<file path="src/hdl/ppim_pkg.sv">
// ppim_pkg: shared types, key and status codes, and the dictionary ROM for the pinyin
// prefix input method. No dependencies; imported by every module of the block.
package ppim_pkg;

  localparam int ROM_ROWS  = 32;
  localparam int SPELL_LEN = 5;
  localparam int ROM_IDX_W = 8;

  localparam int CFG_IDX_W  = 1;
  localparam int CFG_DATA_W = 1;
  localparam logic [CFG_IDX_W-1:0] CFG_LANG   = 1'b0;
  localparam logic [CFG_IDX_W-1:0] CFG_PINYIN = 1'b1;

  localparam logic [7:0] KEY_BACKSPACE = 8'h08;
  localparam logic [7:0] KEY_ENTER     = 8'h0a;
  localparam logic [7:0] KEY_SPACE     = 8'h20;
  localparam logic [7:0] KEY_ZERO      = 8'h30;
  localparam logic [7:0] KEY_ONE       = 8'h31;
  localparam logic [7:0] KEY_LOW_A     = 8'h61;
  localparam logic [7:0] KEY_LOW_Z     = 8'h7a;

  localparam logic [1:0] STAT_PASS   = 2'd0;
  localparam logic [1:0] STAT_TAKEN  = 2'd1;
  localparam logic [1:0] STAT_COMMIT = 2'd2;

  typedef struct packed {
    logic [2:0]                      len;
    logic [0:SPELL_LEN-1][7:0]       spell;
    logic [15:0]                     code;
  } dict_row_t;

  typedef struct packed {
    logic take_key;
    logic scan_step;
    logic load_out;
  } ppim_cmd_t;

  typedef struct packed {
    logic need_scan;
    logic scan_done;
  } ppim_stat_t;

  // rows past the ROM are blank: length zero never matches a non-empty buffer
  function automatic dict_row_t dict_row(input logic [ROM_IDX_W-1:0] idx);
    dict_row_t r;
    unique case (idx)
      8'd0:    r = {3'd2, {"ni",    24'h0}, 16'hC4E3};
      8'd1:    r = {3'd3, {"hao",   16'h0}, 16'hBAC3};
      8'd2:    r = {3'd2, {"wo",    24'h0}, 16'hCED2};
      8'd3:    r = {3'd3, {"shi",   16'h0}, 16'hCADC};
      8'd4:    r = {3'd5, {"zhong"       }, 16'hD6D0};
      8'd5:    r = {3'd3, {"guo",   16'h0}, 16'hB9FA};
      8'd6:    r = {3'd1, {"a",     32'h0}, 16'hB0A1};
      8'd7:    r = {3'd2, {"ai",    24'h0}, 16'hB0AE};
      8'd8:    r = {3'd2, {"bu",    24'h0}, 16'hB2BB};
      8'd9:    r = {3'd3, {"chi",   16'h0}, 16'hC3D4};
      8'd10:   r = {3'd2, {"de",    24'h0}, 16'hB5C4};
      8'd11:   r = {3'd2, {"zi",    24'h0}, 16'hD7D6};
      8'd12:   r = {3'd2, {"ta",    24'h0}, 16'hDCB9};
      8'd13:   r = {3'd2, {"ta",    24'h0}, 16'hDCDA};
      8'd14:   r = {3'd2, {"ta",    24'h0}, 16'hDCDD};
      8'd15:   r = {3'd2, {"ma",    24'h0}, 16'hC2F0};
      8'd16:   r = {3'd2, {"ne",    24'h0}, 16'hC4D8};
      8'd17:   r = {3'd2, {"ba",    24'h0}, 16'hB0C9};
      8'd18:   r = {3'd2, {"le",    24'h0}, 16'hC1CB};
      8'd19:   r = {3'd3, {"hen",   16'h0}, 16'hBACE};
      8'd20:   r = {3'd3, {"xie",   16'h0}, 16'hD0BB};
      8'd21:   r = {3'd3, {"zai",   16'h0}, 16'hD4D9};
      8'd22:   r = {3'd4, {"jian",   8'h0}, 16'hBCAF};
      8'd23:   r = {3'd4, {"qing",   8'h0}, 16'hC7EB};
      8'd24:   r = {3'd3, {"wen",   16'h0}, 16'hCEC4};
      8'd25:   r = {3'd2, {"da",    24'h0}, 16'hB4F0};
      8'd26:   r = {3'd3, {"dui",   16'h0}, 16'hB6D4};
      8'd27:   r = {3'd3, {"cuo",   16'h0}, 16'hB4ED};
      8'd28:   r = {3'd4, {"ming",   8'h0}, 16'hC3F7};
      8'd29:   r = {3'd4, {"tian",   8'h0}, 16'hCCEC};
      8'd30:   r = {3'd3, {"yue",   16'h0}, 16'hD4C2};
      8'd31:   r = {3'd2, {"ri",    24'h0}, 16'hC8D5};
      default: r = '0;
    endcase
    return r;
  endfunction

endpackage

</file>
<file path="src/hdl/ppim_ctrl.sv">
// ppim_ctrl: handshake and sequencing state machine (accept, dictionary scan, result).
// Depends on ppim_pkg for the command and status structs.
module ppim_ctrl import ppim_pkg::*; (
  input  logic       clk,
  input  logic       rst,
  input  logic       in_valid,
  output logic       in_ready,
  output logic       out_valid,
  input  logic       out_ready,
  input  ppim_stat_t stat,
  output ppim_cmd_t  cmd
);

  localparam logic [1:0] ST_IDLE   = 2'd0;
  localparam logic [1:0] ST_SCAN   = 2'd1;
  localparam logic [1:0] ST_FINISH = 2'd2;

  logic [1:0] state;
  logic [1:0] state_next;
  logic       out_free;

  assign in_ready      = (state == ST_IDLE);
  assign out_free      = !out_valid || out_ready;
  assign cmd.take_key  = in_valid && in_ready;
  assign cmd.scan_step = (state == ST_SCAN);
  assign cmd.load_out  = (state == ST_FINISH) && out_free;

  always_comb begin
    state_next = state;
    unique case (state)
      ST_IDLE: begin
        if (cmd.take_key) begin
          state_next = stat.need_scan ? ST_SCAN : ST_FINISH;
        end
      end
      ST_SCAN: begin
        if (stat.scan_done) begin
          state_next = ST_FINISH;
        end
      end
      ST_FINISH: begin
        if (out_free) begin
          state_next = ST_IDLE;
        end
      end
      default: state_next = ST_IDLE;
    endcase
  end

  always_ff @(posedge clk) begin
    if (rst) begin
      state     <= ST_IDLE;
      out_valid <= 1'b0;
    end else begin
      state <= state_next;
      if (cmd.load_out) begin
        out_valid <= 1'b1;
      end else if (out_ready) begin
        out_valid <= 1'b0;
      end
    end
  end

endmodule

</file>
<file path="src/hdl/ppim_dp.sv">
// ppim_dp: mode registers, letter buffer, candidate list, prefix comparator and result
// registers. Depends on ppim_pkg for codes, the ROM and the command/status structs.
module ppim_dp import ppim_pkg::*; #(
  parameter int BUFFER_SLOTS   = 8,
  parameter int MAX_CANDS      = 8,
  parameter int CANDS_PER_PAGE = 8,
  parameter int DICT_ENTRIES   = 32
) (
  input  logic                  clk,
  input  logic                  rst,
  input  logic                  cfg_write_en,
  input  logic [CFG_IDX_W-1:0]  cfg_index,
  input  logic [CFG_DATA_W-1:0] cfg_data,
  input  logic [7:0]            key_byte,
  input  ppim_cmd_t             cmd,
  output ppim_stat_t            stat,
  output logic [1:0]            key_status,
  output logic [15:0]           committed_code,
  output logic [2:0]            letters_held,
  output logic [3:0]            candidates_held
);

  localparam int LB_DEPTH   = BUFFER_SLOTS - 1;
  localparam int LB_IDX_W   = (LB_DEPTH > 1) ? $clog2(LB_DEPTH) : 1;
  localparam int LC_W       = $clog2(BUFFER_SLOTS);
  localparam int CAND_IDX_W = (MAX_CANDS > 1) ? $clog2(MAX_CANDS) : 1;
  localparam int CC_W       = $clog2(MAX_CANDS + 1);
  localparam int ROW_W      = (DICT_ENTRIES > 1) ? $clog2(DICT_ENTRIES) : 1;
  localparam int EXT_W      = 8;

  logic              chinese_on;
  logic              pinyin_on;
  logic [7:0]        letter_buffer [LB_DEPTH];
  logic [LC_W-1:0]   letter_count;
  logic [15:0]       cand_codes [MAX_CANDS];
  logic [CC_W-1:0]   cand_count;
  logic [ROW_W-1:0]  row;
  logic [1:0]        res_status;
  logic [15:0]       res_code;

  logic [EXT_W-1:0]  lc_ext;
  logic [EXT_W-1:0]  cc_ext;
  logic [7:0]        pick;
  logic [7:0]        page_top;
  logic              active;
  logic              can_letter;
  logic              can_pick;
  logic              can_bs;
  logic              can_commit;
  logic [LC_W-1:0]   lc_dec;
  dict_row_t         drow;
  logic [0:SPELL_LEN-1][7:0] tap;
  logic              spell_ok;
  logic              match;
  logic              row_last;
  logic              cand_last;

  assign lc_ext   = EXT_W'(letter_count);
  assign cc_ext   = EXT_W'(cand_count);
  assign active   = chinese_on && pinyin_on;
  assign pick     = key_byte - KEY_ONE;
  assign page_top = KEY_ZERO + 8'(CANDS_PER_PAGE);
  assign lc_dec   = letter_count - LC_W'(1);

  assign can_letter = active && key_byte >= KEY_LOW_A && key_byte <= KEY_LOW_Z
                      && lc_ext < EXT_W'(LB_DEPTH);
  assign can_pick   = active && key_byte >= KEY_ONE && key_byte <= page_top
                      && pick < cc_ext;
  assign can_bs     = active && key_byte == KEY_BACKSPACE && letter_count != '0;
  assign can_commit = active && (key_byte == KEY_SPACE || key_byte == KEY_ENTER)
                      && letter_count != '0;

  // an empty buffer after backspace gives an empty list without a scan
  assign stat.need_scan = can_letter || (can_bs && lc_dec != '0);

  // prefix comparator, one dictionary row per cycle
  assign drow = dict_row(ROM_IDX_W'(row));

  for (genvar k = 0; k < SPELL_LEN; k++) begin : g_tap
    if (k < LB_DEPTH) begin : g_held
      assign tap[k] = letter_buffer[k];
    end else begin : g_none
      assign tap[k] = 8'h00;
    end
  end

  always_comb begin
    spell_ok = 1'b1;
    for (int k = 0; k < SPELL_LEN; k++) begin
      if (lc_ext > EXT_W'(k) && tap[k] != drow.spell[k]) begin
        spell_ok = 1'b0;
      end
    end
  end

  assign match          = spell_ok && lc_ext <= EXT_W'(drow.len);
  assign row_last       = (row == ROW_W'(DICT_ENTRIES - 1));
  assign cand_last      = (cc_ext == EXT_W'(MAX_CANDS - 1));
  assign stat.scan_done = row_last || (match && cand_last);

  always_ff @(posedge clk) begin
    if (rst) begin
      chinese_on   <= 1'b0;
      pinyin_on    <= 1'b0;
      letter_count <= '0;
      cand_count   <= '0;
    end else begin
      if (cfg_write_en) begin
        unique case (cfg_index)
          CFG_LANG: chinese_on <= cfg_data[0];
          CFG_PINYIN: begin
            pinyin_on    <= cfg_data[0];
            letter_count <= '0;
            cand_count   <= '0;
          end
          default: ;
        endcase
      end
      if (cmd.take_key) begin
        if (can_letter) begin
          letter_count <= letter_count + LC_W'(1);
          cand_count   <= '0;
        end else if (can_pick || can_commit) begin
          letter_count <= '0;
          cand_count   <= '0;
        end else if (can_bs) begin
          letter_count <= lc_dec;
          cand_count   <= '0;
        end
      end
      if (cmd.scan_step && match) begin
        cand_count <= cand_count + CC_W'(1);
      end
    end
  end

  always_ff @(posedge clk) begin
    if (cmd.take_key) begin
      row <= '0;
      if (can_letter) begin
        letter_buffer[letter_count[LB_IDX_W-1:0]] <= key_byte;
      end
      priority if (can_letter || can_bs) begin
        res_status <= STAT_TAKEN;
        res_code   <= 16'h0;
      end else if (can_pick) begin
        res_status <= STAT_COMMIT;
        res_code   <= cand_codes[pick[CAND_IDX_W-1:0]];
      end else if (can_commit) begin
        res_status <= (cand_count != '0) ? STAT_COMMIT : STAT_TAKEN;
        res_code   <= (cand_count != '0) ? cand_codes[0] : 16'h0;
      end else begin
        res_status <= STAT_PASS;
        res_code   <= 16'h0;
      end
    end else if (cmd.scan_step) begin
      row <= row + ROW_W'(1);
      if (match) begin
        cand_codes[cand_count[CAND_IDX_W-1:0]] <= drow.code;
      end
    end
    if (cmd.load_out) begin
      key_status      <= res_status;
      committed_code  <= res_code;
      letters_held    <= lc_ext[2:0];
      candidates_held <= cc_ext[3:0];
    end
  end

  a_cand_bound: assert property (@(posedge clk) disable iff (rst)
    cand_count <= CC_W'(MAX_CANDS))
    else $error("candidate count past limit");

  a_letter_bound: assert property (@(posedge clk) disable iff (rst)
    lc_ext <= EXT_W'(LB_DEPTH))
    else $error("letter count past buffer depth");

  a_scan_nonempty: assert property (@(posedge clk) disable iff (rst)
    cmd.scan_step |-> letter_count != '0)
    else $error("scan with empty letter buffer");

  a_code_zero: assert property (@(posedge clk) disable iff (rst)
    cmd.load_out |=> (key_status == STAT_COMMIT || committed_code == 16'h0))
    else $error("code reported without a commit");

endmodule

</file>
<file path="src/hdl/pinyin_prefix_input_method_top.sv">
// Pinyin prefix input method, top level: one key byte in, one status item out.
// A key is taken only in IDLE; letter keys, and backspace keys that leave letters, then
// scan the dictionary rows with the single prefix comparator until the last row or a full
// candidate list. FINISH loads the result when the output is free and returns to IDLE.
// Reset: modes off, letter and candidate counts zero; buffer contents are not cleared.
// Depends on ppim_pkg, ppim_ctrl and ppim_dp.
module pinyin_prefix_input_method_top import ppim_pkg::*; #(
  parameter int BUFFER_SLOTS   = 8,
  parameter int MAX_CANDS      = 8,
  parameter int CANDS_PER_PAGE = 8,
  parameter int DICT_ENTRIES   = 32
) (
  input  logic                  clk,
  input  logic                  rst,
  input  logic                  cfg_write_en,
  input  logic [CFG_IDX_W-1:0]  cfg_index,
  input  logic [CFG_DATA_W-1:0] cfg_data,
  input  logic                  in_valid,
  output logic                  in_ready,
  input  logic [7:0]            key_byte,
  output logic                  out_valid,
  input  logic                  out_ready,
  output logic [1:0]            key_status,
  output logic [15:0]           committed_code,
  output logic [2:0]            letters_held,
  output logic [3:0]            candidates_held
);

  ppim_cmd_t  cmd;
  ppim_stat_t stat;

  ppim_ctrl u_ctrl (
    .clk       (clk),
    .rst       (rst),
    .in_valid  (in_valid),
    .in_ready  (in_ready),
    .out_valid (out_valid),
    .out_ready (out_ready),
    .stat      (stat),
    .cmd       (cmd)
  );

  ppim_dp #(
    .BUFFER_SLOTS   (BUFFER_SLOTS),
    .MAX_CANDS      (MAX_CANDS),
    .CANDS_PER_PAGE (CANDS_PER_PAGE),
    .DICT_ENTRIES   (DICT_ENTRIES)
  ) u_dp (
    .clk             (clk),
    .rst             (rst),
    .cfg_write_en    (cfg_write_en),
    .cfg_index       (cfg_index),
    .cfg_data        (cfg_data),
    .key_byte        (key_byte),
    .cmd             (cmd),
    .stat            (stat),
    .key_status      (key_status),
    .committed_code  (committed_code),
    .letters_held    (letters_held),
    .candidates_held (candidates_held)
  );

endmodule

</file>
<file path="config.mk">
export PLATFORM = sky130hd
export DESIGN_NAME = pinyin_prefix_input_method_top
export DESIGN_NICKNAME = d
export VERILOG_FILES = /design/src/hdl/ppim_pkg.sv /design/src/hdl/ppim_ctrl.sv /design/src/hdl/ppim_dp.sv /design/src/hdl/pinyin_prefix_input_method_top.sv
export SDC_FILE = /design/constraint.sdc
export NUM_CORES = 1
export LEC_CHECK = 0
export BUFFER_PORTS_ARGS = -buffer_cell sky130_fd_sc_hd__clkbuf_2
export CAP_MARGIN = 25
export CORE_ASPECT_RATIO = 1.1
export CORE_MARGIN = 4
export CORE_UTILIZATION = 47
export DETAILED_ROUTE_END_ITERATION = 7
export GPL_TIMING_DRIVEN = 1
export PLACE_DENSITY = 0.68
export SLEW_MARGIN = 15
export SYNTH_ARGS = -nofsm -noshare
export SYNTH_HDL_FRONTEND = slang
export SYNTH_SLANG_ARGS = --single-unit
</file>
<file path="constraint.sdc">
create_clock -name clk -period 4 [get_ports clk]
set_input_delay 0.4 -clock clk [delete_from_list [all_inputs] [get_ports clk]]
set_output_delay 0.4 -clock clk [all_outputs]
set_load 0.02 [all_outputs]
</file>
==> results.txt, run 1 <==
----------------------------------------------------
[Logic synthesis]
  Net count after synthesis ... 848
  Post-Synth Adder-Cell Area ... 0.0353
  Count of flip-flops with a built-in enable after synthesis ... 191
  Compound-gate portion of the synthesized area ... 0.109
  Area share of and/or/nand/nor cells after synthesis ... 0.0953
  Number of register bits inferred by synthesis ... 244
  Cell Area, Synth ... 10600 µm²
  Cell taking the most area after synthesis ... sky130_fd_sc_hd__edfxtp_1
  Async S/R FF share, synth ... 0
  Multiplexer share of the synthesized area ... 0.0790
  Synth Flop Type ... sky130_fd_sc_hd__edfxtp_1
  Mapped Avg Cell Area ... 13.3 µm²
  Count of synthesis-stage warnings from yosys ... 0
  Xor and xnor area share after synthesis ... 0.0148
  Count of unique library cells instantiated by Yosys ... 68
  Synth Instances ... 803
  Yosys top cell area share ... 0.539
  Leading cell type by number of instances after synthesis ... sky130_fd_sc_hd__edfxtp_1
  Main combinational cell family by area after synthesis ... compound AO/OA/AOI/OAI gates
  Cell types with the highest counts after synthesis ... sky130_fd_sc_hd__edfxtp_1, sky130_fd_sc_hd__nor2_1, sky130_fd_sc_hd__nand2_1
  Part of the Yosys area used for sequential elements ... 0.639
  Leading cell types by total area after synthesis ... sky130_fd_sc_hd__edfxtp_1, sky130_fd_sc_hd__dfxtp_1, sky130_fd_sc_hd__mux4_2

[Critical path]
  Reg-to-reg slack, setup ... 1.08 ns
  Worst path max stage delay ... 0.55 ns
  Largest driver fanout on the critical path ... 14
  Crit-path cells ... or4_1, nor3_2, o21ai_1, a2111oi_4, nand4_1, nor3_2, buf_4
  Data arrival time at the worst-slack endpoint ... 3.10 ns
  CP max-delay cell ... sky130_fd_sc_hd__or4_1
  Cell repeated most along the worst path ... sky130_fd_sc_hd__nor3_2
  Worst Setup Start Kind ... flip-flop
  R2R depth ... 7
  Setup Crit Path Kind ... flip-flop to flip-flop
  R2r startpoint ... u_dp.letter_buffer[4][0]$_DFFE_PP_
  Reg2reg end ... u_dp.cand_codes[4][4]$_DFFE_PP_
  Worst endpoint required time ... 4.18 ns
  CP endpoint kind ... flip-flop

[GRT]
  Global routing met2 resource utilization ... 0.303
  Top Usage Layer GRT ... met2
  Pin count of the biggest net entering global routing ... 47
  Via count of the first global-routing pass ... 6519
  Overall track demand over capacity in global routing ... 0.183
  Fraction of met1 tracks used by global routing ... 0.257
  Met3 Use GR ... 0.0194
  Wire length of the first global-routing pass ... 36100 µm
  Total congestion overflow after global routing ... 0
  Antenna violations before repair ... 0

[Min path]
  Startpoint of the tightest hold check path ... cfg_data
  Path class of the lowest-slack min-delay path ... primary input to flip-flop
  Hold depth ... 3
  Hold Path Sink ... u_dp.pinyin_on$_SDFFE_PP0P_

[Floorplanning]
  Area of the die ... 25100 µm²
  Starting utilization of the core area ... 0.480
  Vert. Die Dim ... 166 µm
  Row Count ... 57
  Die outline width ... 151 µm
  Core outline area ... 22200 µm²
  # IOs ... 42

[Power]
  Maximum vdd drop ... 0.000276 V
  Cell Pwr Density ... 420 nW/µm²
  Lkg Pwr ... 4.27 nW

[Clock network]
  CTS Buf Count ... 23
  Clock-pin slew on the worst setup and hold paths ... 0.06 ns
  Number of instances resized during post-cts repair ... 0
  Number of hold-repair buffers added at the cts stage ... 0
  Clk sinks ... 244
  Root buffer cell ... sky130_fd_sc_hd__clkbuf_16
  Clk buf depth ... 3
  CTS HTree Levels ... 1
  CTS tree ... built
  Post-CTS setup buffer count ... 0
  Worst-Skew Late Latency ... 0.50 ns

[STA]
  Final period utilization ... 0.730
  Final number of setup-violating endpoints ... 0
  Transition time of the tightest slew-check pin ... 0.860 ns
  Worst setup margin ... 1.08 ns
  Setup repair after global routing missed its margin ... false
  Maximum achievable frequency ... 0.342 GHz
  Max transition margin ... 0.426
  Time the final worst path needs with I/O delays and setup ... 2.92 ns
  Aggregate negative setup slack ... 0 ns
  Count of final max-slew check failures ... 0
  Total count of hold-check failures in the final report ... 0
  Worst clock skew on the final layout ... 0.00723 ns

[Cells and area]
  Final-layout fill cell count ... 1799
  Layout overhead on the synthesized area ... 12.7%
  Fraction of layout cells with a size suffix above 1 ... 0.170
  ANT cells ... 0
  Nets ... 893

[Routing]
  Routed length per placed instance ... 19.6 µm
  Drt first pass iters ... 5
  Drt initial violations ... 799
  DR vias/cell ... 5.77
  Via count ... 6688
  Total wirelength of the detailed-routed design ... 22700 µm
  Remaining routing DRC violations ... 0
  Final ANT Viol Nets ... 0

[Placement]
  Pre-CTS setup slack ... 0.905 ns
  Placer congestion estimate ... 0.914
  Placed wire-length estimate after detailed placement ... 14900 µm
  Number of buffers added on ports ... 41

[Job]
  Number of max-cap violations ... 0

[Outcome]
  Status ... finished, final reports clean

----------------------------------------------------
## layer usage
layer / up-vias / wire length (µm)
li1: 3154 / -
met3: 43 / 1290
met2: 255 / 11400
met5: - / 0
met4: 0 / 540
met1: 3236 / 9550
## flip-flops by register name, indices dropped and copies added (netlist names)
name / flops
u_dp.cand_count: 4
u_dp.committed_code: 15
u_dp.pinyin_on: 1
u_ctrl.out_valid: 1
u_dp.row: 5
u_dp.letters_held: 3
u_dp.res_code: 15
u_dp.key_status: 1
u_dp.res_status: 1
u_dp.drow: 36
u_dp.letter_count: 3
u_dp.letter_buffer: 40
u_dp.cand_codes: 112
u_dp.candidates_held: 4
u_ctrl.state: 2
u_dp.chinese_on: 1
## cell families (layout without fill, tap and decap cells)
logic type               after synthesis  count (layout)
flip-flops                           244             244
AND/OR/NAND/NOR                      215             215
AO/OA/AOI/OAI                        172             172
buffers and inverters                 75             137
multiplexers                          49              49
adder cells (fa/ha/maj)               30              30
XOR/XNOR                              18              18
## worst max-delay path by stage
stage / startpoint / endpoint / depth (start not counted)
finish: u_dp.letter_buffer[4][0]$_DFFE_PP_ / u_dp.cand_codes[4][4]$_DFFE_PP_ / 7
global route: u_dp.cand_count[2]$_SDFF_PP0_ / u_dp.res_code[2]$_SDFFCE_PP0P_ / 8
CTS: u_dp.cand_count[2]$_SDFF_PP0_ / u_dp.res_code[13]$_SDFFCE_PP0P_ / 8
detailed placement: key_byte[1] / u_dp.cand_count[3]$_SDFF_PP0_ / 12
global placement: key_byte[1] / u_dp.cand_count[3]$_SDFF_PP0_ / 12
floorplan: key_byte[0] / u_dp.res_code[10]$_SDFFCE_PP0P_ / 13
## final cells by class
| class | count | area (µm²) | share of cell area |
|---|---|---|---|
| flip-flops and latches | 244 | 6800 | 0.567 |
| multi-input cells | 484 | 3590 | 0.300 |
| clock buffers | 28 | 594 | 0.0496 |
| repair buffers | 67 | 400 | 0.0334 |
| well taps | 295 | 369 | 0.0308 |
| clock inverters | 14 | 134 | 0.0112 |
| inverters | 28 | 105 | 0.00876 |
## critical path: cells and delay by family, from the launching register on
kind | cells | cell delay (ns)
compound gates | 2 | 0.67
buf+inv | 1 | 0.30
flops | 1 | 0.39
simple gates | 4 | 1.22
## per-stage QoR
step           power [W]  cell area (µm²)  instances   util  hold slack (ns)
6_report         0.00503            12000       1160  0.541            0.152
5_1_grt          0.00521            12000       1160  0.541            0.181
4_1_cts          0.00508            12000       1160  0.541            0.135
3_5_place_dp     0.00301            11300       1118  0.508            0.408
3_3_place_gp     0.00300            11300       1118  0.508            0.406
2_1_floorplan    0.00293            10700        803      -            0.400
## placed cells by master, fill, tap and decap left out, types with 19 or more instances in the layout
cell	n
sky130_fd_sc_hd__clkbuf_2	41
sky130_fd_sc_hd__dfxtp_1	53
sky130_fd_sc_hd__edfxtp_1	191
sky130_fd_sc_hd__nand2_1	61
sky130_fd_sc_hd__ha_1	30
sky130_fd_sc_hd__nor3_1	19
sky130_fd_sc_hd__mux4_2	28
sky130_fd_sc_hd__inv_1	27
sky130_fd_sc_hd__clkbuf_16	23
sky130_fd_sc_hd__mux2i_1	21
sky130_fd_sc_hd__o21ai_0	29
sky130_fd_sc_hd__buf_4	26
sky130_fd_sc_hd__nor2_1	61
sky130_fd_sc_hd__a211oi_1	21
sky130_fd_sc_hd__a21oi_1	47
## report_power, final
part           switching, W  leakage, nW  internal (W)
Combinational      0.000121         1.74     0.0000786
Clock              0.000886        0.351       0.00120
Sequential       0.00000954         2.18       0.00274
No activity file was read; power rests on OpenSTA's default activity.
==> run 2, diff against run 1 <==
--- a/config.mk
+++ b/config.mk
@@ -5,6 +5,7 @@
 export SDC_FILE = /design/constraint.sdc
 export NUM_CORES = 1
 export LEC_CHECK = 0
+export ABC_AREA = 1
 export BUFFER_PORTS_ARGS = -buffer_cell sky130_fd_sc_hd__clkbuf_2
 export CAP_MARGIN = 25
 export CORE_ASPECT_RATIO = 1.1
@@ -12,7 +13,7 @@
 export CORE_UTILIZATION = 47
 export DETAILED_ROUTE_END_ITERATION = 7
 export GPL_TIMING_DRIVEN = 1
-export PLACE_DENSITY = 0.68
+export PLACE_DENSITY = 0.65
 export SLEW_MARGIN = 15
 export SYNTH_ARGS = -nofsm -noshare
 export SYNTH_HDL_FRONTEND = slang
==> constraint.sdc (replaced) <==
create_clock -name clk -period 2.73 [get_ports clk]
set_input_delay 0.273 -clock clk [delete_from_list [all_inputs] [get_ports clk]]
set_output_delay 0.273 -clock clk [all_outputs]
set_load 0.02 [all_outputs]
==> results.txt, run 2 <==
----------------------------------------------------
[Floorplanning]
  Starting utilization of the core area ... 0.479 (was 0.480)
  Area of the die ... 25800 µm² (was 25100 µm²)
  Die outline width ... 153 µm (was 151 µm)
  Row Count ... 58 (was 57)
  # IOs ... 42 (unchanged)
  Core outline area ... 22900 µm² (was 22200 µm²)
  Vert. Die Dim ... 168 µm (was 166 µm)

[Logic synthesis]
  Async S/R FF share, synth ... 0 (unchanged)
  Leading cell type by number of instances after synthesis ... sky130_fd_sc_hd__nand2_1 (was sky130_fd_sc_hd__edfxtp_1)
  Part of the Yosys area used for sequential elements ... 0.621 (was 0.639)
  Net count after synthesis ... 1122 (was 848)
  Leading cell types by total area after synthesis ... sky130_fd_sc_hd__edfxtp_1, sky130_fd_sc_hd__dfxtp_1, sky130_fd_sc_hd__nand2_1 (was sky130_fd_sc_hd__edfxtp_1, sky130_fd_sc_hd__dfxtp_1, sky130_fd_sc_hd__mux4_2)
  Count of unique library cells instantiated by Yosys ... 46 (was 68)
  Count of flip-flops with a built-in enable after synthesis ... 191 (unchanged)
  Yosys top cell area share ... 0.524 (was 0.539)
  Number of register bits inferred by synthesis ... 244 (unchanged)
  Cell Area, Synth ... 10900 µm² (was 10600 µm²)
  Synth Flop Type ... sky130_fd_sc_hd__edfxtp_1 (unchanged)
  Count of synthesis-stage warnings from yosys ... 0 (unchanged)
  Synth Instances ... 1077 (was 803)
  Mapped Avg Cell Area ... 10.2 µm² (was 13.3 µm²)
  Cell taking the most area after synthesis ... sky130_fd_sc_hd__edfxtp_1 (unchanged)
  Cell types with the highest counts after synthesis ... sky130_fd_sc_hd__nand2_1, sky130_fd_sc_hd__edfxtp_1, sky130_fd_sc_hd__nor2_1 (was sky130_fd_sc_hd__edfxtp_1, sky130_fd_sc_hd__nor2_1, sky130_fd_sc_hd__nand2_1)

[GRT]
  Via count of the first global-routing pass ... 7802 (was 6519)
  Antenna violations before repair ... 0 (unchanged)
  Wire length of the first global-routing pass ... 41700 µm (was 36100 µm)
  Total congestion overflow after global routing ... 0 (unchanged)
  Pin count of the biggest net entering global routing ... 64 (was 47)
  Overall track demand over capacity in global routing ... 0.202 (was 0.183)

[Routing]
  Final ANT Viol Nets ... 0 (unchanged)
  Routed length per placed instance ... 18.0 µm (was 19.6 µm)
  Via count ... 7934 (was 6688)
  Total wirelength of the detailed-routed design ... 26400 µm (was 22700 µm)
  Remaining routing DRC violations ... 1 (was 0)
  DR vias/cell ... 5.39 (was 5.77)
  Drt initial violations ... 557 (was 799)
  Drt first pass iters ... 8 (was 5)

[STA]
  Max transition margin ... 0.544 (was 0.426)
  Total count of hold-check failures in the final report ... 0 (unchanged)
  Worst clock skew on the final layout ... 0.0118 ns (was 0.00723 ns)
  Final number of setup-violating endpoints ... 0 (unchanged)
  Time the final worst path needs with I/O delays and setup ... 2.50 ns (was 2.92 ns)
  Setup repair after global routing missed its margin ... false (unchanged)
  Maximum achievable frequency ... 0.400 GHz (was 0.342 GHz)
  Final Hold Slack ... 0.0233 ns (was 0.152 ns)
  Count of final max-slew check failures ... 0 (unchanged)
  Transition time of the tightest slew-check pin ... 0.685 ns (was 0.860 ns)
  Final period utilization ... 0.916 (was 0.730)

[Critical path]
  R2R depth ... 12 (was 7)
  Data arrival time at the worst-slack endpoint ... 2.72 ns (was 3.10 ns)
  Crit-path cells ... ha_1, nand2_1, o21ai_0, nand2_1, nand2_1, nor2_1, and2_1, nand3_1, inv_1, nand2_1, nor3_2, buf_12 (was or4_1, nor3_2, o21ai_1, a2111oi_4, nand4_1, nor3_2, buf_4)
  Sum of buffers and inverters on the critical path ... 2 (was 1)
  CP max-delay cell ... sky130_fd_sc_hd__dfxtp_1 (was sky130_fd_sc_hd__or4_1)
  Setup Crit Path Kind ... flip-flop to flip-flop (unchanged)
  Worst path max stage delay ... 0.47 ns (was 0.55 ns)
  R2r startpoint ... u_dp.letter_count[1]$_SDFF_PP0_ (was u_dp.letter_buffer[4][0]$_DFFE_PP_)
  Worst endpoint required time ... 2.95 ns (was 4.18 ns)
  CP endpoint kind ... flip-flop (unchanged)
  Largest driver fanout on the critical path ... 14 (unchanged)
  Worst Setup Start Kind ... flip-flop (unchanged)
  Reg-to-reg slack, setup ... 0.23 ns (was 1.08 ns)
  Origin of the worst setup path ... u_dp.letter_count[1]$_SDFF_PP0_ (was u_dp.letter_buffer[4][0]$_DFFE_PP_)
  Reg2reg end ... u_dp.cand_codes[1][8]$_DFFE_PP_ (was u_dp.cand_codes[4][4]$_DFFE_PP_)
  Cell repeated most along the worst path ... sky130_fd_sc_hd__nand2_1 (was sky130_fd_sc_hd__nor3_2)
  Family of cells with the greatest summed delay on the critical path ... simple AND/OR/NAND/NOR gates (unchanged)

[Cells and area]
  Footprint of the multi-input gates ... 3580 µm² (was 3590 µm²)
  Layout overhead on the synthesized area ... 15.9% (was 12.7%)
  Combined flip-flop and latch cell area ... 6800 µm² (about the same)
  Fraction of layout cells with a size suffix above 1 ... 0.160 (was 0.170)
  Flip-flop count of the largest register, all copies and words added ... 112 (unchanged)
  Post-route cell area ... 12700 µm² (was 12000 µm²)
  Leading cell type in the layout, fill and taps excluded ... sky130_fd_sc_hd__nand2_1 (was sky130_fd_sc_hd__edfxtp_1)
  Top library cells by usage in the layout, fill and taps aside ... sky130_fd_sc_hd__nand2_1, sky130_fd_sc_hd__edfxtp_1, sky130_fd_sc_hd__nor2_1 (was sky130_fd_sc_hd__edfxtp_1, sky130_fd_sc_hd__nor2_1, sky130_fd_sc_hd__nand2_1)
  Final-layout fill cell count ... 2015 (was 1799)
  ANT cells ... 0 (unchanged)
  Nets ... 1197 (was 893)

[Clock network]
  Root buffer cell ... sky130_fd_sc_hd__clkbuf_16 (unchanged)
  Clk sinks ... 244 (unchanged)
  Worst-Skew Late Latency ... 0.52 ns (was 0.50 ns)
  CTS Buf Count ... 26 (was 23)
  Clk buf depth ... 3 (unchanged)
  CTS tree ... built (unchanged)
  CTS HTree Levels ... 1 (unchanged)
  Clock-pin slew on the worst setup and hold paths ... 0.06 ns (about the same)
  Post-CTS setup buffer count ... 0 (unchanged)

[Min path]
  Hold depth ... 3 (unchanged)
  Startpoint of the tightest hold check path ... cfg_data (unchanged)
  Hold Path Sink ... u_dp.pinyin_on$_SDFFE_PP0P_ (unchanged)
  Path class of the lowest-slack min-delay path ... primary input to flip-flop (unchanged)

[Outcome]
  Violated checks ... DRC
  Status ... finished with violations (was finished, final reports clean)

[Placement]
  Placer congestion estimate ... 0.959 (was 0.914)
  Number of buffers added on ports ... 41 (unchanged)
  Placed Area ... 11800 µm² (was 11300 µm²)
  Placed wire-length estimate after detailed placement ... 18400 µm (was 14900 µm)

[Job]
  Number of max-cap violations ... 0 (unchanged)

[Power]
  Cell Pwr Density ... 617 nW/µm² (was 420 nW/µm²)
  Maximum vdd drop ... 0.000455 V (was 0.000276 V)
  Final Power ... 0.00783 W (was 0.00503 W)
  Lkg Pwr ... 5.07 nW (was 4.27 nW)

----------------------------------------------------
## run 2: cell types whose count changed after synthesis, moves of 10 or more
cell,delta
sky130_fd_sc_hd__xor2_1,-11
sky130_fd_sc_hd__mux2i_1,-21
sky130_fd_sc_hd__inv_2,+17
sky130_fd_sc_hd__nor2_1,+77
sky130_fd_sc_hd__a211oi_1,-21
sky130_fd_sc_hd__nand3_1,+35
sky130_fd_sc_hd__mux4_2,-28
sky130_fd_sc_hd__o22ai_1,+26
sky130_fd_sc_hd__mux2_2,+14
sky130_fd_sc_hd__o21ai_1,+16
sky130_fd_sc_hd__nand2_1,+138
sky130_fd_sc_hd__o21ai_0,+49
sky130_fd_sc_hd__inv_1,+69
sky130_fd_sc_hd__nand2b_1,-10
## run 2: what timing repair did
action	4_1_cts	5_1_grt
hold buffers	0	0
resized for setup	0	7
endpoints found under the setup margin	0	71
## run 2: layer usage
layer	part of all wire	track usage
met1	0.43	0.260
met3	0.047	0.0226
met4	0.037	0.0829
met2	0.49	0.350
met5	0	0
## run 2: cells by family (layout without fill, tap and decap cells)
group                      Yosys count  after routing  share of synthesized area
AOI/OAI and AO/OA                  198            198                      0.103
xor gates and xnor gates             9              9                    0.00720
adders and majority gates           30             30                     0.0343
buffers and inverters              154            249                     0.0568
DFF                                244            244                      0.621
muxes                               14             14                     0.0144
and+or+nand+nor                    428            428                      0.164
## run 2: final cells by class
type	instances	area share
Multi-Input combinational cell	679	0.282
Clock buffer	37	0.0609
Tap cell	300	0.0296
Timing Repair Buffer	85	0.0501
Sequential cell	244	0.536
Inverter	116	0.0345
Clock inverter	11	0.00681
## run 2: worst max path at each step
stage,endpoint,depth (start not counted)
floorplan,u_dp.cand_codes[0][0]$_DFFE_PP_,11
global placement,u_dp.res_code[13]$_SDFFCE_PP0P_,12
detailed placement,u_dp.res_code[8]$_SDFFCE_PP0P_,12
CTS,u_dp.res_code[8]$_SDFFCE_PP0P_,9
global route,u_dp.cand_codes[3][4]$_DFFE_PP_,13
finish,u_dp.cand_codes[1][8]$_DFFE_PP_,12
## run 2: report_power, final
group	switching [W]	internal [W]	total, W
Combinational	0.000256	0.000128	0.000384
Sequential	0.0000140	0.00402	0.00403
Clock	0.00136	0.00206	0.00342
## run 2: tightest hold or removal path: stages
cell and delay, ns:
sky130_fd_sc_hd__clkbuf_2 0.09, sky130_fd_sc_hd__o21ai_0 0.07, sky130_fd_sc_hd__nor2_1 0.07
## run 2: per-stage QoR
step	util	TNS, ns	worst slack [ns]	cells
after detailed placement	0.517	0	0.154	1424
after global routing	0.555	0	0.0466	1472
after CTS	0.554	0	0.152	1472
after global placement	0.517	0	0.234	1424
final	0.555	0	0.230	1472
after floorplan	-	-21.53	-0.293	1077
==> run 3, diff against run 2 <==
--- a/config.mk
+++ b/config.mk
@@ -13,7 +13,7 @@
 export CORE_UTILIZATION = 47
 export DETAILED_ROUTE_END_ITERATION = 7
 export GPL_TIMING_DRIVEN = 1
-export PLACE_DENSITY = 0.65
+export PLACE_DENSITY = 0.67
 export SLEW_MARGIN = 15
 export SYNTH_ARGS = -nofsm -noshare
 export SYNTH_HDL_FRONTEND = slang
==> results.txt, run 3 (synthesis results as in run 2) <==
----------------------------------------------------
[Cells and area]
  Combined flip-flop and latch cell area ... 6800 µm² (about the same)
  ANT cells ... 0 (unchanged)
  Top library cells by usage in the layout, fill and taps aside ... sky130_fd_sc_hd__nand2_1, sky130_fd_sc_hd__edfxtp_1, sky130_fd_sc_hd__nor2_1 (unchanged)
  Footprint of the multi-input gates ... 3580 µm² (about the same)
  Layout overhead on the synthesized area ... 15.9% (about the same)
  Flip-flop count of the largest register, all copies and words added ... 112 (unchanged)
  Fraction of layout cells with a size suffix above 1 ... 0.155 (was 0.160)
  Final-layout fill cell count ... 1957 (was 2015)
  Leading cell type in the layout, fill and taps excluded ... sky130_fd_sc_hd__nand2_1 (unchanged)
  Nets ... 1203 (was 1197)

[Clock network]
  Root buffer cell ... sky130_fd_sc_hd__clkbuf_16 (unchanged)
  Clk buf depth ... 3 (unchanged)
  Clk sinks ... 244 (unchanged)
  Worst-Skew Late Latency ... 0.53 ns (was 0.52 ns)
  CTS tree ... built (unchanged)
  CTS HTree Levels ... 1 (unchanged)
  Clock-pin slew on the worst setup and hold paths ... 0.06 ns (about the same)
  CTS Buf Count ... 26 (unchanged)

[Critical path]
  Sum of buffers and inverters on the critical path ... 2 (unchanged)
  CP max-delay cell ... sky130_fd_sc_hd__edfxtp_1 (was sky130_fd_sc_hd__dfxtp_1)
  CP Depth ... 13 (was 12)
  Largest driver fanout on the critical path ... 14 (unchanged)
  Reg-to-reg slack, setup ... 0.28 ns (was 0.23 ns)
  Worst endpoint required time ... 2.95 ns (about the same)
  Setup Crit Path Kind ... flip-flop to flip-flop (unchanged)
  Crit-path cells ... nand2_1, nand2_1, nor2_1, nand2_1, nor2_1, nor2_1, nor2_1, and2_1, nand3_1, inv_1, nand2_1, nor3_2, buf_12 (was ha_1, nand2_1, o21ai_0, nand2_1, nand2_1, nor2_1, and2_1, nand3_1, inv_1, nand2_1, nor3_2, buf_12)
  Family of cells with the greatest summed delay on the critical path ... simple AND/OR/NAND/NOR gates (unchanged)
  Origin of the worst setup path ... u_dp.letter_buffer[1][3]$_DFFE_PP_ (was u_dp.letter_count[1]$_SDFF_PP0_)
  Reg2reg end ... u_dp.cand_codes[5][5]$_DFFE_PP_ (was u_dp.cand_codes[1][8]$_DFFE_PP_)
  Worst Setup Start Kind ... flip-flop (unchanged)
  Data arrival time at the worst-slack endpoint ... 2.67 ns (was 2.72 ns)
  Worst path max stage delay ... 0.40 ns (was 0.47 ns)
  Capture point of the critical path ... u_dp.cand_codes[5][5]$_DFFE_PP_ (was u_dp.cand_codes[1][8]$_DFFE_PP_)
  CP endpoint kind ... flip-flop (unchanged)
  R2r startpoint ... u_dp.letter_buffer[1][3]$_DFFE_PP_ (was u_dp.letter_count[1]$_SDFF_PP0_)
  R2R depth ... 13 (was 12)

[STA]
  Worst clock skew on the final layout ... 0.0168 ns (was 0.0118 ns)
  Setup repair after global routing missed its margin ... false (unchanged)
  Transition time of the tightest slew-check pin ... 0.670 ns (was 0.685 ns)
  Final Hold Slack ... 0.0522 ns (was 0.0233 ns)
  Final number of setup-violating endpoints ... 0 (unchanged)
  Maximum achievable frequency ... 0.408 GHz (was 0.400 GHz)
  Time the final worst path needs with I/O delays and setup ... 2.45 ns (was 2.50 ns)
  Count of final max-slew check failures ... 0 (unchanged)
  Worst setup margin ... 0.279 ns (was 0.230 ns)
  Max transition margin ... 0.553 (was 0.544)
  Total count of hold-check failures in the final report ... 0 (unchanged)
  Final period utilization ... 0.898 (was 0.916)

[Min path]
  Path class of the lowest-slack min-delay path ... primary input to flip-flop (unchanged)

[Placement]
  Number of buffers added on ports ... 41 (unchanged)
  Placed wire-length estimate after detailed placement ... 18200 µm (was 18400 µm)
  Pre-CTS setup slack ... 0.141 ns (was 0.154 ns)
  Placer congestion estimate ... 0.960 (was 0.959)

[Power]
  Internal ... 0.00618 W (was 0.00621 W)
  P_sw ... 0.00163 W (about the same)
  Maximum vdd drop ... 0.000585 V (was 0.000455 V)
  Share of total power consumed by net switching ... 0.209 (was 0.208)
  Power share of the clock group ... 0.435 (was 0.436)
  Combinational power share ... 0.049 (about the same)
  Flop pwr share ... 0.516 (was 0.515)
  Lkg Pwr ... 5.09 nW (was 5.07 nW)
  Cell Pwr Density ... 616 nW/µm² (was 617 nW/µm²)

[Routing]
  Total wirelength of the detailed-routed design ... 26000 µm (was 26400 µm)
  Drt first pass iters ... 5 (was 8)
  Routed length per placed instance ... 17.6 µm (was 18.0 µm)
  Drt initial violations ... 620 (was 557)
  DR vias/cell ... 5.32 (was 5.39)
  Final ANT Viol Nets ... 0 (unchanged)
  Remaining routing DRC violations ... 0 (was 1)
  Via count ... 7868 (was 7934)

[Floorplanning]
  Starting utilization of the core area ... 0.479 (unchanged)
  Core outline area ... 22900 µm² (unchanged)
  Row Count ... 58 (unchanged)
  Area of the die ... 25800 µm² (unchanged)
  Vert. Die Dim ... 168 µm (unchanged)
  Die outline width ... 153 µm (unchanged)
  # IOs ... 42 (unchanged)

[Job]
  Number of max-cap violations ... 0 (unchanged)

[GRT]
  Pin count of the biggest net entering global routing ... 63 (was 64)
  Antenna violations before repair ... 0 (unchanged)
  Wire length of the first global-routing pass ... 40500 µm (was 41700 µm)
  Overall track demand over capacity in global routing ... 0.197 (was 0.202)
  Total congestion overflow after global routing ... 0 (unchanged)
  Via count of the first global-routing pass ... 7621 (was 7802)

[Outcome]
  Status ... finished, final reports clean (was finished with violations)

----------------------------------------------------
-- run 3: repair_timing --
| item | CTS | global route |
|---|---|---|
| setup endpoints to repair | 0 | 9 |
| endpoints found under the hold margin | 1 | 0 |
| gates resized for setup | 0 | 3 |
| hold buffers | 1 | 0 |
| setup buffers | 0 | 0 |
-- run 3: layout make-up --
cell class	instances	area share
Timing Repair Buffer	91	0.0519
Clock buffer	32	0.0531
Multi-Input combinational cell	679	0.282
Tap cell	300	0.0296
Inverter	116	0.0346
Sequential cell	244	0.536
Clock inverter	16	0.0128
-- run 3: stage by stage --
| step | instance area, µm² | power [W] | std cells | setup TNS, ns | util |
|---|---|---|---|---|---|
| 2_1_floorplan | 11000 | 0.00436 | 1077 | -21.53 | - |
| 3_3_place_gp | 11800 | 0.00449 | 1429 | 0 | 0.517 |
| 3_5_place_dp | 11800 | 0.00449 | 1429 | 0 | 0.517 |
| 4_1_cts | 12700 | 0.00788 | 1478 | 0 | 0.554 |
| 5_1_grt | 12700 | 0.00810 | 1478 | 0 | 0.555 |
| 6_report | 12700 | 0.00781 | 1478 | 0 | 0.555 |
-- run 3: worst register-to-register path, cell delays in order (launching register included) --
cell and delay (ns):
sky130_fd_sc_hd__edfxtp_1 0.40, sky130_fd_sc_hd__nand2_1 0.09, sky130_fd_sc_hd__nand2_1 0.05, sky130_fd_sc_hd__nor2_1 0.11, sky130_fd_sc_hd__nand2_1 0.07, sky130_fd_sc_hd__nor2_1 0.18, sky130_fd_sc_hd__nor2_1 0.09, sky130_fd_sc_hd__nor2_1 0.15
sky130_fd_sc_hd__and2_1 0.15, sky130_fd_sc_hd__nand3_1 0.10, sky130_fd_sc_hd__inv_1 0.15, sky130_fd_sc_hd__nand2_1 0.18, sky130_fd_sc_hd__nor3_2 0.23, sky130_fd_sc_hd__buf_12 0.20
-- run 3: power groups by stage --
stage | Sequential [W] | Clock (W) | Combinational [W]
after CTS | 0.00403 | 0.00346 | 0.000385
after detailed placement | 0.00411 | 0 | 0.000381
after global routing | 0.00403 | 0.00364 | 0.000423
final | 0.00403 | 0.00340 | 0.000384
after floorplan | 0.00414 | 0 | 0.000218
after global placement | 0.00411 | 0 | 0.000380
-- run 3: per-layer routing --
metal / wire length [µm] / vias to the layer above / global-route usage / part of all wire
li1: - / 3862 / - / -
met1: 11000 / 3715 / 0.256 / 0.42
met2: 12900 / 240 / 0.340 / 0.50
met3: 1290 / 51 / 0.0270 / 0.050
met4: 824 / 0 / 0.0676 / 0.032
met5: 0 / - / 0 / 0
-- run 3: how the worst min path moves through the flow --
stage                     slack (ns)                             from  depth (start not counted)                                  to
after floorplan                 0.37                      key_byte[0]                          0  u_dp.letter_buffer[0][0]$_DFFE_PP_
after global placement          0.40  u_dp.res_code[13]$_SDFFCE_PP0P_                          0   u_dp.committed_code[13]$_DFFE_PP_
after detailed placement        0.41  u_dp.res_code[13]$_SDFFCE_PP0P_                          0   u_dp.committed_code[13]$_DFFE_PP_
after CTS                       0.03                        out_ready                          4       u_ctrl.out_valid$_SDFFE_PP0P_
after global routing            0.07                              rst                          2       u_ctrl.out_valid$_SDFFE_PP0P_
final                           0.05                        out_ready                          4       u_ctrl.out_valid$_SDFFE_PP0P_
